File: src/sv/ptc_pkg.sv
// ----------------------------------------------------------------------------
// ptc_pkg: shared types and constants for pressure/temperature compensation
// Holds the sequencer encodings, register map and the fixed constants
// of the integer compensation formula.
// ----------------------------------------------------------------------------
package ptc_pkg;

  localparam int unsigned AdcBits = 20;

  localparam logic [63:0] FineOffset = 64'd128000;
  localparam logic [63:0] PressBase  = 64'd1048576;
  localparam logic [63:0] PressScale = 64'd3125;
  localparam logic [63:0] FinePerDeg = 64'd5120;
  localparam logic [63:0] PressBias  = 64'h0000_8000_0000_0000;

  // Main control states
  typedef enum logic [4:0] {
    S_IDLE   = 5'b00001,
    S_LAUNCH = 5'b00010,
    S_MUL    = 5'b00100,
    S_DIV    = 5'b01000,
    S_OUT    = 5'b10000
  } state_e;

  // Program steps of the compensation sequence
  typedef enum logic [4:0] {
    STEP_T_A = 5'd0,
    STEP_T_B = 5'd1,
    STEP_T_C = 5'd2,
    STEP_T_D = 5'd3,
    STEP_T_E = 5'd4,
    STEP_P_A = 5'd5,
    STEP_P_B = 5'd6,
    STEP_P_C = 5'd7,
    STEP_P_D = 5'd8,
    STEP_P_E = 5'd9,
    STEP_P_F = 5'd10,
    STEP_P_G = 5'd11,
    STEP_P_H = 5'd12,
    STEP_P_I = 5'd13,
    STEP_P_J = 5'd14,
    STEP_P_K = 5'd15,
    STEP_P_L = 5'd16
  } step_e;

  // Register word indexes
  typedef enum logic [2:0] {
    REG_T1   = 3'd0,
    REG_T2T3 = 3'd1,
    REG_P1   = 3'd2,
    REG_P2P3 = 3'd3,
    REG_P4P5 = 3'd4,
    REG_P6P7 = 3'd5,
    REG_P8P9 = 3'd6
  } reg_idx_e;

  function automatic logic [63:0] sext16(input logic [15:0] v);
    return {{48{v[15]}}, v};
  endfunction

  function automatic logic [63:0] asr(input logic [63:0] x, input int unsigned n);
    return $signed(x) >>> n;
  endfunction

endpackage

File: src/sv/pressure_temperature_compensation.sv
// Throughput: one beat at a time, paced by the bit-serial multiplier (one bit
// per cycle) and the radix-2 divider; the next beat is taken in the cycle after
// the result is loaded. The output register lets it enter early.
// Reset (async, active low) clears control, coefficients and fine temperature.
// ----------------------------------------------------------------------------
// pressure_temperature_compensation: barometric sensor compensation
// Runs the 64-bit integer temperature and pressure formulas on a serial
// shift-add multiplier and a restoring divider under a small sequencer.
// ----------------------------------------------------------------------------
module pressure_temperature_compensation #(
  parameter int unsigned RAW_BITS = 20
) (
  input  logic        clk_i,
  input  logic        rst_ni,
  input  logic        psel,
  input  logic        penable,
  input  logic        pwrite,
  input  logic [4:0]  paddr,
  input  logic [31:0] pwdata,
  output logic [31:0] prdata,
  output logic        pready,
  input  logic        in_valid_i,
  output logic        in_ready_o,
  input  logic        kind_i,
  input  logic [ptc_pkg::AdcBits-1:0] raw_sample_i,
  output logic        out_valid_o,
  input  logic        out_ready_i,
  output logic        result_kind_o,
  output logic signed [9:0] temperature_deg_o,
  output logic [31:0] pressure_q24_8_o,
  output logic        zero_divisor_o
);
  import ptc_pkg::*;

  localparam int unsigned PadBits = AdcBits - RAW_BITS;

  // Control and coefficient registers
  state_e      state_q, state_d;
  step_e       step_q, step_d;
  logic [15:0] cal_t1_q, cal_p1_q;
  logic [31:0] cal_t2_t3_q, cal_p2_p3_q, cal_p4_p5_q, cal_p6_p7_q, cal_p8_p9_q;
  logic [31:0] fine_q, fine_d;
  logic        out_valid_q, out_valid_d;
  logic [6:0]  cnt_q, cnt_d;

  // Datapath registers
  logic                kind_q, kind_d;
  logic [AdcBits-1:0]  adc_q, adc_d;
  logic [63:0] v1_q, v1_d, s_q, s_d, v2_q, v2_d, t_q, t_d;
  logic [63:0] mcand_q, mcand_d, mplier_q, mplier_d, prod_q, prod_d;
  logic        msgn_q, msgn_d;
  logic [63:0] rem_q, rem_d, dnum_q, dnum_d, dden_q, dden_d;
  logic        dneg_q, dneg_d;
  logic signed [9:0] res_deg_q, res_deg_d;
  logic [31:0] res_pres_q, res_pres_d;
  logic        res_zero_q, res_zero_d;
  logic        okind_q, okind_d, ozero_q, ozero_d;
  logic signed [9:0] odeg_q, odeg_d;
  logic [31:0] opres_q, opres_d;

  // Launch requests and datapath helpers
  logic        mul_go, div_go, mul_s;
  logic [63:0] mul_a, mul_b, div_n, div_d;
  logic [6:0]  mul_n;
  logic [63:0] mul_sum, quo, a_t, b_t, pbase, f_val, v1_val, dval;
  logic [64:0] rem_sh;
  logic        cfg_wr;

  assign pready     = 1'b1;
  assign in_ready_o = (state_q == S_IDLE);
  assign cfg_wr     = psel & penable & pwrite;

  assign out_valid_o       = out_valid_q;
  assign result_kind_o     = okind_q;
  assign temperature_deg_o = odeg_q;
  assign pressure_q24_8_o  = opres_q;
  assign zero_divisor_o    = ozero_q;

  // Read back the register words
  always_comb begin
    case (reg_idx_e'(paddr[4:2]))
      REG_T1:   prdata = {16'd0, cal_t1_q};
      REG_T2T3: prdata = cal_t2_t3_q;
      REG_P1:   prdata = {16'd0, cal_p1_q};
      REG_P2P3: prdata = cal_p2_p3_q;
      REG_P4P5: prdata = cal_p4_p5_q;
      REG_P6P7: prdata = cal_p6_p7_q;
      REG_P8P9: prdata = cal_p8_p9_q;
      default:  prdata = 32'd0;
    endcase
  end

  // Shared arithmetic terms
  assign mul_sum = (msgn_q && (cnt_q == 7'd1)) ? (prod_q - mcand_q) : (prod_q + mcand_q);
  assign rem_sh  = {rem_q, dnum_q[63]};
  assign quo     = dneg_q ? (64'd0 - dnum_q) : dnum_q;
  assign a_t     = 64'(adc_q >> 3) - (64'(cal_t1_q) << 1);
  assign b_t     = 64'(adc_q >> 4) - 64'(cal_t1_q);
  assign pbase   = PressBase - 64'(adc_q);
  assign f_val   = t_q + asr(prod_q, 14);
  assign v1_val  = {{32{fine_q[31]}}, fine_q} - FineOffset;
  assign dval    = asr(prod_q, 33);

  // Sequencer and serial units
  always_comb begin
    state_d     = state_q;
    step_d      = step_q;
    fine_d      = fine_q;
    out_valid_d = out_valid_q;
    cnt_d       = cnt_q;
    kind_d      = kind_q;
    adc_d       = adc_q;
    v1_d        = v1_q;
    s_d         = s_q;
    v2_d        = v2_q;
    t_d         = t_q;
    mcand_d     = mcand_q;
    mplier_d    = mplier_q;
    prod_d      = prod_q;
    msgn_d      = msgn_q;
    rem_d       = rem_q;
    dnum_d      = dnum_q;
    dden_d      = dden_q;
    dneg_d      = dneg_q;
    res_deg_d   = res_deg_q;
    res_pres_d  = res_pres_q;
    res_zero_d  = res_zero_q;
    okind_d     = okind_q;
    odeg_d      = odeg_q;
    opres_d     = opres_q;
    ozero_d     = ozero_q;
    mul_go      = 1'b0;
    mul_a       = 64'd0;
    mul_b       = 64'd0;
    mul_n       = 7'd16;
    mul_s       = 1'b1;
    div_go      = 1'b0;
    div_n       = 64'd0;
    div_d       = 64'd1;

    // Drop the output beat once taken
    if (out_valid_q && out_ready_i) begin
      out_valid_d = 1'b0;
    end

    case (state_q)
      S_IDLE: begin
        if (in_valid_i) begin
          kind_d  = kind_i;
          adc_d   = AdcBits'(raw_sample_i[RAW_BITS-1:0]) << PadBits;
          step_d  = kind_i ? STEP_P_A : STEP_T_A;
          state_d = S_LAUNCH;
        end
      end
      S_LAUNCH: begin
        case (step_q)
          STEP_T_A: begin
            mul_go = 1'b1; mul_a = a_t; mul_b = sext16(cal_t2_t3_q[15:0]);
            step_d = STEP_T_B;
          end
          STEP_T_B: begin
            t_d    = asr(prod_q, 11);
            mul_go = 1'b1; mul_a = b_t; mul_b = b_t; mul_n = 7'd18;
            step_d = STEP_T_C;
          end
          STEP_T_C: begin
            mul_go = 1'b1; mul_a = asr(prod_q, 12); mul_b = sext16(cal_t2_t3_q[31:16]);
            step_d = STEP_T_D;
          end
          STEP_T_D: begin
            fine_d = f_val[31:0];
            div_go = 1'b1; div_n = f_val; div_d = FinePerDeg;
            step_d = STEP_T_E;
          end
          STEP_T_E: begin
            // Saturate whole degrees to the output range
            if ($signed(quo) > 64'sd511) begin
              res_deg_d = 10'sd511;
            end else if ($signed(quo) < -64'sd512) begin
              res_deg_d = -10'sd512;
            end else begin
              res_deg_d = quo[9:0];
            end
            res_pres_d = 32'd0;
            res_zero_d = 1'b0;
            state_d    = S_OUT;
          end
          STEP_P_A: begin
            v1_d   = v1_val;
            mul_go = 1'b1; mul_a = v1_val; mul_b = v1_val; mul_n = 7'd33;
            step_d = STEP_P_B;
          end
          STEP_P_B: begin
            s_d    = prod_q;
            mul_go = 1'b1; mul_a = prod_q; mul_b = sext16(cal_p6_p7_q[15:0]);
            step_d = STEP_P_C;
          end
          STEP_P_C: begin
            v2_d   = prod_q;
            mul_go = 1'b1; mul_a = v1_q; mul_b = sext16(cal_p4_p5_q[31:16]);
            step_d = STEP_P_D;
          end
          STEP_P_D: begin
            v2_d   = v2_q + (prod_q << 17) + (sext16(cal_p4_p5_q[15:0]) << 35);
            mul_go = 1'b1; mul_a = s_q; mul_b = sext16(cal_p2_p3_q[31:16]);
            step_d = STEP_P_E;
          end
          STEP_P_E: begin
            t_d    = asr(prod_q, 8);
            mul_go = 1'b1; mul_a = v1_q; mul_b = sext16(cal_p2_p3_q[15:0]);
            step_d = STEP_P_F;
          end
          STEP_P_F: begin
            mul_go = 1'b1; mul_a = PressBias + t_q + (prod_q << 12);
            mul_b  = 64'(cal_p1_q); mul_s = 1'b0;
            step_d = STEP_P_G;
          end
          STEP_P_G: begin
            v1_d = dval;
            if (dval == 64'd0) begin
              res_deg_d  = 10'sd0;
              res_pres_d = 32'd0;
              res_zero_d = 1'b1;
              state_d    = S_OUT;
            end else begin
              mul_go = 1'b1; mul_a = (pbase << 31) - v2_q;
              mul_b  = PressScale; mul_n = 7'd12; mul_s = 1'b0;
              step_d = STEP_P_H;
            end
          end
          STEP_P_H: begin
            div_go = 1'b1; div_n = prod_q; div_d = v1_q;
            step_d = STEP_P_I;
          end
          STEP_P_I: begin
            s_d    = quo;
            mul_go = 1'b1; mul_a = asr(quo, 13); mul_b = sext16(cal_p8_p9_q[31:16]);
            step_d = STEP_P_J;
          end
          STEP_P_J: begin
            mul_go = 1'b1; mul_a = prod_q; mul_b = asr(s_q, 13); mul_n = 7'd64;
            step_d = STEP_P_K;
          end
          STEP_P_K: begin
            // Hold the p9 term, start the p8 product
            t_d    = asr(prod_q, 25);
            mul_go = 1'b1; mul_a = s_q; mul_b = sext16(cal_p8_p9_q[15:0]);
            step_d = STEP_P_L;
          end
          STEP_P_L: begin
            // Final sum with the p7 offset
            res_pres_d = 32'(asr(s_q + t_q + asr(prod_q, 19), 8)
                         + (sext16(cal_p6_p7_q[31:16]) << 4));
            res_deg_d  = 10'sd0;
            res_zero_d = 1'b0;
            state_d    = S_OUT;
          end
          default: begin
            state_d = S_IDLE;
          end
        endcase
      end
      S_MUL: begin
        if (mplier_q[0]) begin
          prod_d = mul_sum;
        end
        mcand_d  = mcand_q << 1;
        mplier_d = mplier_q >> 1;
        cnt_d    = cnt_q - 7'd1;
        if (cnt_q == 7'd1) begin
          state_d = S_LAUNCH;
        end
      end
      S_DIV: begin
        if (rem_sh >= {1'b0, dden_q}) begin
          rem_d  = 64'(rem_sh - {1'b0, dden_q});
          dnum_d = {dnum_q[62:0], 1'b1};
        end else begin
          rem_d  = rem_sh[63:0];
          dnum_d = {dnum_q[62:0], 1'b0};
        end
        cnt_d = cnt_q - 7'd1;
        if (cnt_q == 7'd1) begin
          state_d = S_LAUNCH;
        end
      end
      S_OUT: begin
        if (!out_valid_q || out_ready_i) begin
          out_valid_d = 1'b1;
          okind_d     = kind_q;
          odeg_d      = res_deg_q;
          opres_d     = res_pres_q;
          ozero_d     = res_zero_q;
          state_d     = S_IDLE;
        end
      end
      default: begin
        state_d = S_IDLE;
      end
    endcase

    // Start the serial multiplier
    if (mul_go) begin
      mcand_d  = mul_a;
      mplier_d = mul_b;
      cnt_d    = mul_n;
      prod_d   = 64'd0;
      state_d  = S_MUL;
      msgn_d   = mul_s;
    end

    // Start the divider on magnitudes
    if (div_go) begin
      dneg_d  = div_n[63] ^ div_d[63];
      dnum_d  = div_n[63] ? (64'd0 - div_n) : div_n;
      dden_d  = div_d[63] ? (64'd0 - div_d) : div_d;
      rem_d   = 64'd0;
      cnt_d   = 7'd64;
      state_d = S_DIV;
    end
  end

  // Control and coefficient registers
  always_ff @(posedge clk_i or negedge rst_ni) begin
    if (!rst_ni) begin
      state_q     <= S_IDLE;
      step_q      <= STEP_T_A;
      fine_q      <= 32'd0;
      out_valid_q <= 1'b0;
      cnt_q       <= 7'd0;
      cal_t1_q    <= 16'd0;
      cal_t2_t3_q <= 32'd0;
      cal_p1_q    <= 16'd0;
      cal_p2_p3_q <= 32'd0;
      cal_p4_p5_q <= 32'd0;
      cal_p6_p7_q <= 32'd0;
      cal_p8_p9_q <= 32'd0;
    end else begin
      state_q     <= state_d;
      step_q      <= step_d;
      fine_q      <= fine_d;
      out_valid_q <= out_valid_d;
      cnt_q       <= cnt_d;
      if (cfg_wr) begin
        case (reg_idx_e'(paddr[4:2]))
          REG_T1:   cal_t1_q    <= pwdata[15:0];
          REG_T2T3: cal_t2_t3_q <= pwdata;
          REG_P1:   cal_p1_q    <= pwdata[15:0];
          REG_P2P3: cal_p2_p3_q <= pwdata;
          REG_P4P5: cal_p4_p5_q <= pwdata;
          REG_P6P7: cal_p6_p7_q <= pwdata;
          REG_P8P9: cal_p8_p9_q <= pwdata;
          default:  ;
        endcase
      end
    end
  end

  // Datapath registers
  always_ff @(posedge clk_i) begin
    kind_q     <= kind_d;
    adc_q      <= adc_d;
    v1_q       <= v1_d;
    s_q        <= s_d;
    v2_q       <= v2_d;
    t_q        <= t_d;
    mcand_q    <= mcand_d;
    mplier_q   <= mplier_d;
    prod_q     <= prod_d;
    msgn_q     <= msgn_d;
    rem_q      <= rem_d;
    dnum_q     <= dnum_d;
    dden_q     <= dden_d;
    dneg_q     <= dneg_d;
    res_deg_q  <= res_deg_d;
    res_pres_q <= res_pres_d;
    res_zero_q <= res_zero_d;
    okind_q    <= okind_d;
    odeg_q     <= odeg_d;
    opres_q    <= opres_d;
    ozero_q    <= ozero_d;
  end

`ifndef ASSERT_OFF
  a_zero_is_pressure: assert property (@(posedge clk_i) disable iff (!rst_ni)
    out_valid_o && zero_divisor_o |-> result_kind_o && pressure_q24_8_o == 32'd0)
    else $error("zero divisor flag on a non-pressure or nonzero result");
  a_temp_fields: assert property (@(posedge clk_i) disable iff (!rst_ni)
    out_valid_o && !result_kind_o |-> pressure_q24_8_o == 32'd0 && !zero_divisor_o)
    else $error("temperature result carries pressure fields");
  a_mul_count: assert property (@(posedge clk_i) disable iff (!rst_ni)
    (state_q == S_MUL || state_q == S_DIV) |-> cnt_q != 7'd0)
    else $error("serial unit running with an empty count");
  a_accept_starts: assert property (@(posedge clk_i) disable iff (!rst_ni)
    in_valid_i && in_ready_o |=> state_q == S_LAUNCH)
    else $error("accepted beat did not start the sequence");
`endif

endmodule
File: config.mk
export PLATFORM = sky130hd
export DESIGN_NAME = pressure_temperature_compensation
export DESIGN_NICKNAME = d
export VERILOG_FILES = /design/src/sv/ptc_pkg.sv /design/src/sv/pressure_temperature_compensation.sv
export SDC_FILE = /design/constraint.sdc
export NUM_CORES = 2
export LEC_CHECK = 0
export BUFFER_PORTS_ARGS = -buffer_cell sky130_fd_sc_hd__clkbuf_2
export CAP_MARGIN = 40
export CELL_PAD_IN_SITES_DETAIL_PLACEMENT = 0
export CELL_PAD_IN_SITES_GLOBAL_PLACEMENT = 1
export CORE_MARGIN = 2
export CORE_UTILIZATION = 42
export CTS_BUF_LIST = sky130_fd_sc_hd__clkbuf_8 sky130_fd_sc_hd__clkbuf_16
export DETAILED_ROUTE_END_ITERATION = 8
export MAX_ROUTING_LAYER = met4
export PLACE_DENSITY_LB_ADDON = 0.05
export SLEW_MARGIN = 20
export SYNTH_ARGS = -nofsm -noshare
export SYNTH_HDL_FRONTEND = slang
export SYNTH_SLANG_ARGS = --single-unit
File: constraint.sdc
create_clock -name clk_i -period 12.8 [get_ports clk_i]
set_input_delay 2.56 -clock clk_i [delete_from_list [all_inputs] [get_ports clk_i]]
set_output_delay 2.56 -clock clk_i [all_outputs]
set_load 0.005 [all_outputs]
## After elaboration in Yosys (flattened, before gate mapping)

Index checks and enable logic that the tools add are counted.

- Add/sub/neg operators: 20
- $lt $le $gt $ge: 3
- Eq/ne operators: 37
- Multiplexer cells: 64
- Bitwise gates (word level): 3
- Reduce and logical (&&, ||, !) cells: 44

Operators by type and width:

| operator | number |
|---|---|
| 2-to-1 mux 64 bit | 15 |
| case mux 64 bit (13 select lines) | 1 |
| case mux 64 bit (10 select lines) | 1 |
| case mux 64 bit (2 select lines) | 5 |
| adder 64 bit | 5 |
| case mux 32 bit (7 select lines) | 1 |
| case mux 64 bit (3 select lines) | 1 |
| subtractor 1 x 64 -> 64 bit, first input constant | 3 |
| subtractor 64 bit | 3 |
| case mux 32 bit (3 select lines) | 1 |
| adder 40 bit | 2 |
| case mux 5 bit (15 select lines) | 1 |
| greater-or-equal comparator 65 x 64 -> 1 bit | 1 |
| adder 48 x 64 -> 64 bit, first input constant | 1 |
| > comparator 64 x 10 -> 1 bit, second input constant | 1 |
| zero test 64 bit | 1 |
| < comparator 64 x 10 -> 1 bit, second input constant | 1 |
| 2-to-1 mux 63 bit | 1 |
| equality test 5 x 4 -> 1 bit, second input constant | 9 |
| 2-to-1 mux 5 bit | 9 |
| subtractor 32 x 18 -> 33 bit, second input constant | 1 |
| adder 32 x 20 -> 32 bit | 1 |
| 2-to-1 mux 32 bit | 1 |
| 2-to-1 mux 10 bit | 3 |
| other kinds (45) | 102 |

- Flip-flop bits (word level): 992
- Input port bits: 65
- Logic and storage cells: 205

## Depth between registers and ports, before layout

- Depth after elaboration: 6
- Depth in mapped cells: 31
- Mapped depth without buffers: 30

## Worst setup path after synthesis

No wires, ideal clock.

- Kind: input to output
- From: input paddr[2]
- To: output prdata[0]
- Data arrival time: 4.102 ns
- Slack: 6.138 ns
- Stages on the path: 6
- Buffers on the path: 3
- Path through: clkbuf_1 > buf_1 > clkbuf_1 > nor2_1 > a221oi_1 > o22ai_1

- Word-level cells in the longest chain between the ends: 2

Ends and longest elaborated chain:

| element | RTL line | source |
|---|---|---|
| start, declared | pressure_temperature_compensation.sv:18 | `input logic [4:0] paddr,` |
| equality test 3 bit, or another cell as far along | pressure_temperature_compensation.sv:81 | `case (reg_idx_e'(paddr[4:2]))` |
| case mux 32 bit (7 select lines) * | pressure_temperature_compensation.sv:81 |  |
| end, declared | pressure_temperature_compensation.sv:20 | `output logic [31:0] prdata,` |

Every way passes the cells marked *; elsewhere a longest branch is shown, timed or not.

## Worst setup path after layout

- From: input paddr[3]
- To: output prdata[31]

The elaborated chain is that of the path after synthesis.

==> flow_summary.toml <==
[routing]
postRouteAntennaNets = 0
detail_route.wl_per_cell_um = 31.6
routed_wirelength_mm = 339
detail_route.vias_per_cell = 6.45
drcViolationCount = 0
detail_route.iter0.violations = 8786
vias = 69100
dr.pass1.iters = 8

[placement]
numPortBuffers = 140
detailed_place_hpwl_mm = 256
globalplace.congestion = 1.05
dpl_cell_area_sq_um = 77300
numPlacedInstances = 10500

[timing]
timing.final.setup_violations = 0
slew_violations = 0
fin_hold_ws_ps = 418
finalClockSkew_ps = 58.7
rsz0062_at_grt = "no"
finalHoldViolCount = 0
tns_ps = 0
worstMarginPinSlew_ps = 1040
fin_crit_sh_pct = 61.5
fmaxAchievable_mhz = 127
final_period_minus_worst_setup_slack_ps = 7870
worst_slew_margin_rel_pct = 30.4

[clock_network]
cts.repair.resized = 0
tritoncts = "yes"
cts_setup_buffers = 0
htree_levels = 3
clkSinkCount = 953
clk_pin_slew_worst_paths_ps = 60
cts-root-to-sink-buffers = 3
numCtsBuffers = 116
root_buffer = "sky130_fd_sc_hd__clkbuf_16"
cts.hold.buffers_added = 0
worst_skew_pair.late_latency_ps = 820

[global_route]
grt_start_max_net_pins = 123
globalRoute.totalOverflow = 0
aggregate_global_route_resource_usage_pct = 37.8
first_pass_grt_wire_length_mm = 475
grt_antenna_before_repair = 15
first_global_vias = 63800

[critical_path]
startpoint = "paddr[3]"
setup.worst_path.end_class = "output pin"
r2r_slack_ps = 5720
endpoint = "prdata[31]"
critPathLaunchType = "input pin"
crit_fanout = 31
required_worst_endpoint_ps = 10240
reg2reg_depth = 24
reg2reg_to = "res_pres_q[31]"
timing_worst_setup_path_type = "input pin to output pin"
timing.critical_path.arrival_ps = 5310
reg2reg_from = "t_q[3]"

[final_layout]
final_cells = 10700
drive_gt1_share_pct = 10.3
layout.nets = 8876
areaGrowthSynthToFinish_pct = 11.2
final_cell_area_sq_um = 81500

[synth]
synthMostInstantiatedCell = "sky130_fd_sc_hd__nand2_1"
synth-seq-cells = 953
post-synth-top-area-fraction_pct = 23.9
syn_area_per_cell_sq_um = 8.89
yosys.cell_types.count = 116
postSynth.topFlopCell = "sky130_fd_sc_hd__edfxtp_1"
synth_async_sr_flop_share_pct = 25.4
netlist_area_sq_um = 73300
synthesis.yosys.warnings = 0
synthesis.instances = 8246
post_synth_most_frequent_cells = "sky130_fd_sc_hd__nand2_1 (1067), sky130_fd_sc_hd__nor2_1 (613), sky130_fd_sc_hd__a21oi_1 (594)"
largest_area_contributor_in_the_synthesized_netlist = "sky130_fd_sc_hd__edfxtp_1"
synth.top_cells.by_area = "sky130_fd_sc_hd__edfxtp_1 (24%), sky130_fd_sc_hd__dfrtp_1 (8.2%), sky130_fd_sc_hd__ha_1 (7.8%), sky130_fd_sc_hd__nand2_1 (5.5%), sky130_fd_sc_hd__a21oi_1 (4.1%)"
synth-edff-count = 583
synth-seq-area-share_pct = 35.6

[pwr]
power.static_leakage_nw = 34.1
power.density_cell_area_nw_per_um2 = 213
ir_drop_mv = 0.139

[floorplanning]
die_width_um = 422
io_pins = 144
core_region_area_sq_um = 174000
die-height_um = 422
initial_utilization_pct = 42.2
fp.dieArea_sq_um = 178000
floorplan.rows = 153

[worst_hold_path]
worstHoldPathType = "register to register"

[job]
timing.max_cap.violations = 0

[status]
status = "finished clean"
layout make-up:
| type | instances | area, sq um |
|---|---|---|
| inverters | 281 | 1060 |
| multi-input cells | 6573 | 44800 |
| clock inverters | 93 | 985 |
| repair buffers | 355 | 2620 |
| fillers | 17000 | 92100 |
| well taps | 2325 | 2910 |
| flip-flops and latches | 953 | 26100 |
| diodes | 11 | 27.5 |
| clock buffers | 127 | 3050 |
where the power goes:
part	internal, W	switching [W]
Combinational	0.00309	0.00611
Sequential	0.00394	0.000650
Clock	0.00201	0.00154
Total	0.00904	0.00830
layout by cell type (no fill, tap or decap), drive strengths merged, types with 56 or more instances in the layout:
| cell type | instances |
|---|---|
| o31ai | 76 |
| and2 | 64 |
| a21oi | 597 |
| nor3 | 157 |
| a211oi | 70 |
| and3 | 64 |
| edfxtp | 583 |
| nand4 | 121 |
| a31oi | 64 |
| a22oi | 151 |
| o21bai | 56 |
| or4 | 59 |
| dfxtp | 128 |
| nand2b | 61 |
| a21o | 240 |
| mux2 | 201 |
| o21ai | 566 |
| a221oi | 81 |
| ha | 458 |
| nand2 | 1067 |
| nor2 | 615 |
| fa | 73 |
| nor2b | 62 |
| inv | 302 |
| buf | 212 |
| nand3 | 172 |
| dfrtp | 241 |
| xor2 | 279 |
| nor4 | 80 |
| xnor2 | 302 |
| o21a | 68 |
| mux2i | 102 |
| clkbuf | 269 |
state kept, by name, summed over array words and instances, names as in the netlist, 20 cells and up:
signal	flops
adc_q	20
cal_p2_p3_q	32
cal_p4_p5_q	32
cal_p6_p7_q	32
cal_p8_p9_q	32
cal_t2_t3_q	32
dden_q	64
dnum_q	64
fine_q	32
mcand_q	64
mplier_q	64
pressure_q24_8_o	32
prod_q	64
rem_q	64
res_pres_q	32
s_q	64
t_q	56
v1_q	33
v2_q	64
how the worst min path moves through the flow:
| stage | slack (ps) | cells past startpoint | end | from |
|---|---|---|---|---|
| 6_report | 420 | 0 | temperature_deg_o[2] | res_deg_q[2] |
| 2_1_floorplan | 400 | 0 | pressure_q24_8_o[0] | res_pres_q[0] |
| 5_1_grt | 420 | 0 | pressure_q24_8_o[11] | res_pres_q[11] |
| 3_5_place_dp | 400 | 0 | temperature_deg_o[0] | res_deg_q[0] |
| 3_3_place_gp | 410 | 0 | pressure_q24_8_o[12] | res_pres_q[12] |
| 4_1_cts | 410 | 0 | temperature_deg_o[0] | res_deg_q[0] |
logic make-up after synthesis:
logic type,count (synthesis),synth area share (%)
XOR/XNOR,581,6.94
flip-flops,953,35.6
AND/OR/NAND/NOR,2679,17.0
multiplexers,308,4.64
adder cells (fa/ha/maj),531,9.81
AO/OA/AOI/OAI,2442,22.1
other,2,0.0102
buffers and inverters,750,3.90
per-stage QoR:
step / worst slack [ps] / power (W) / util [%]
floorplan: 6140 / 0.0101 / -
global placement: 4820 / 0.0134 / 44.3
detailed placement: 4980 / 0.0135 / 44.5
CTS: 4980 / 0.0171 / 46.9
global route: 4910 / 0.0181 / 47.0
finish: 4930 / 0.0173 / 47.0
worst max-delay path: stages:
cell                       delay, ps
sky130_fd_sc_hd__buf_2           590
sky130_fd_sc_hd__buf_4           610
sky130_fd_sc_hd__nor2b_4         600
sky130_fd_sc_hd__buf_16          220
sky130_fd_sc_hd__a22oi_1         100
sky130_fd_sc_hd__o221ai_1        400
sky130_fd_sc_hd__clkbuf_2        200
per-layer routing:
metal | track usage [%] | share of wire [%]
met1 | 48.9 | 41
met2 | 56.5 | 44
met3 | 6.57 | 9.0
met4 | 19.9 | 6.4
met5 | - | 0
Power figures use the tool's default switching activity.
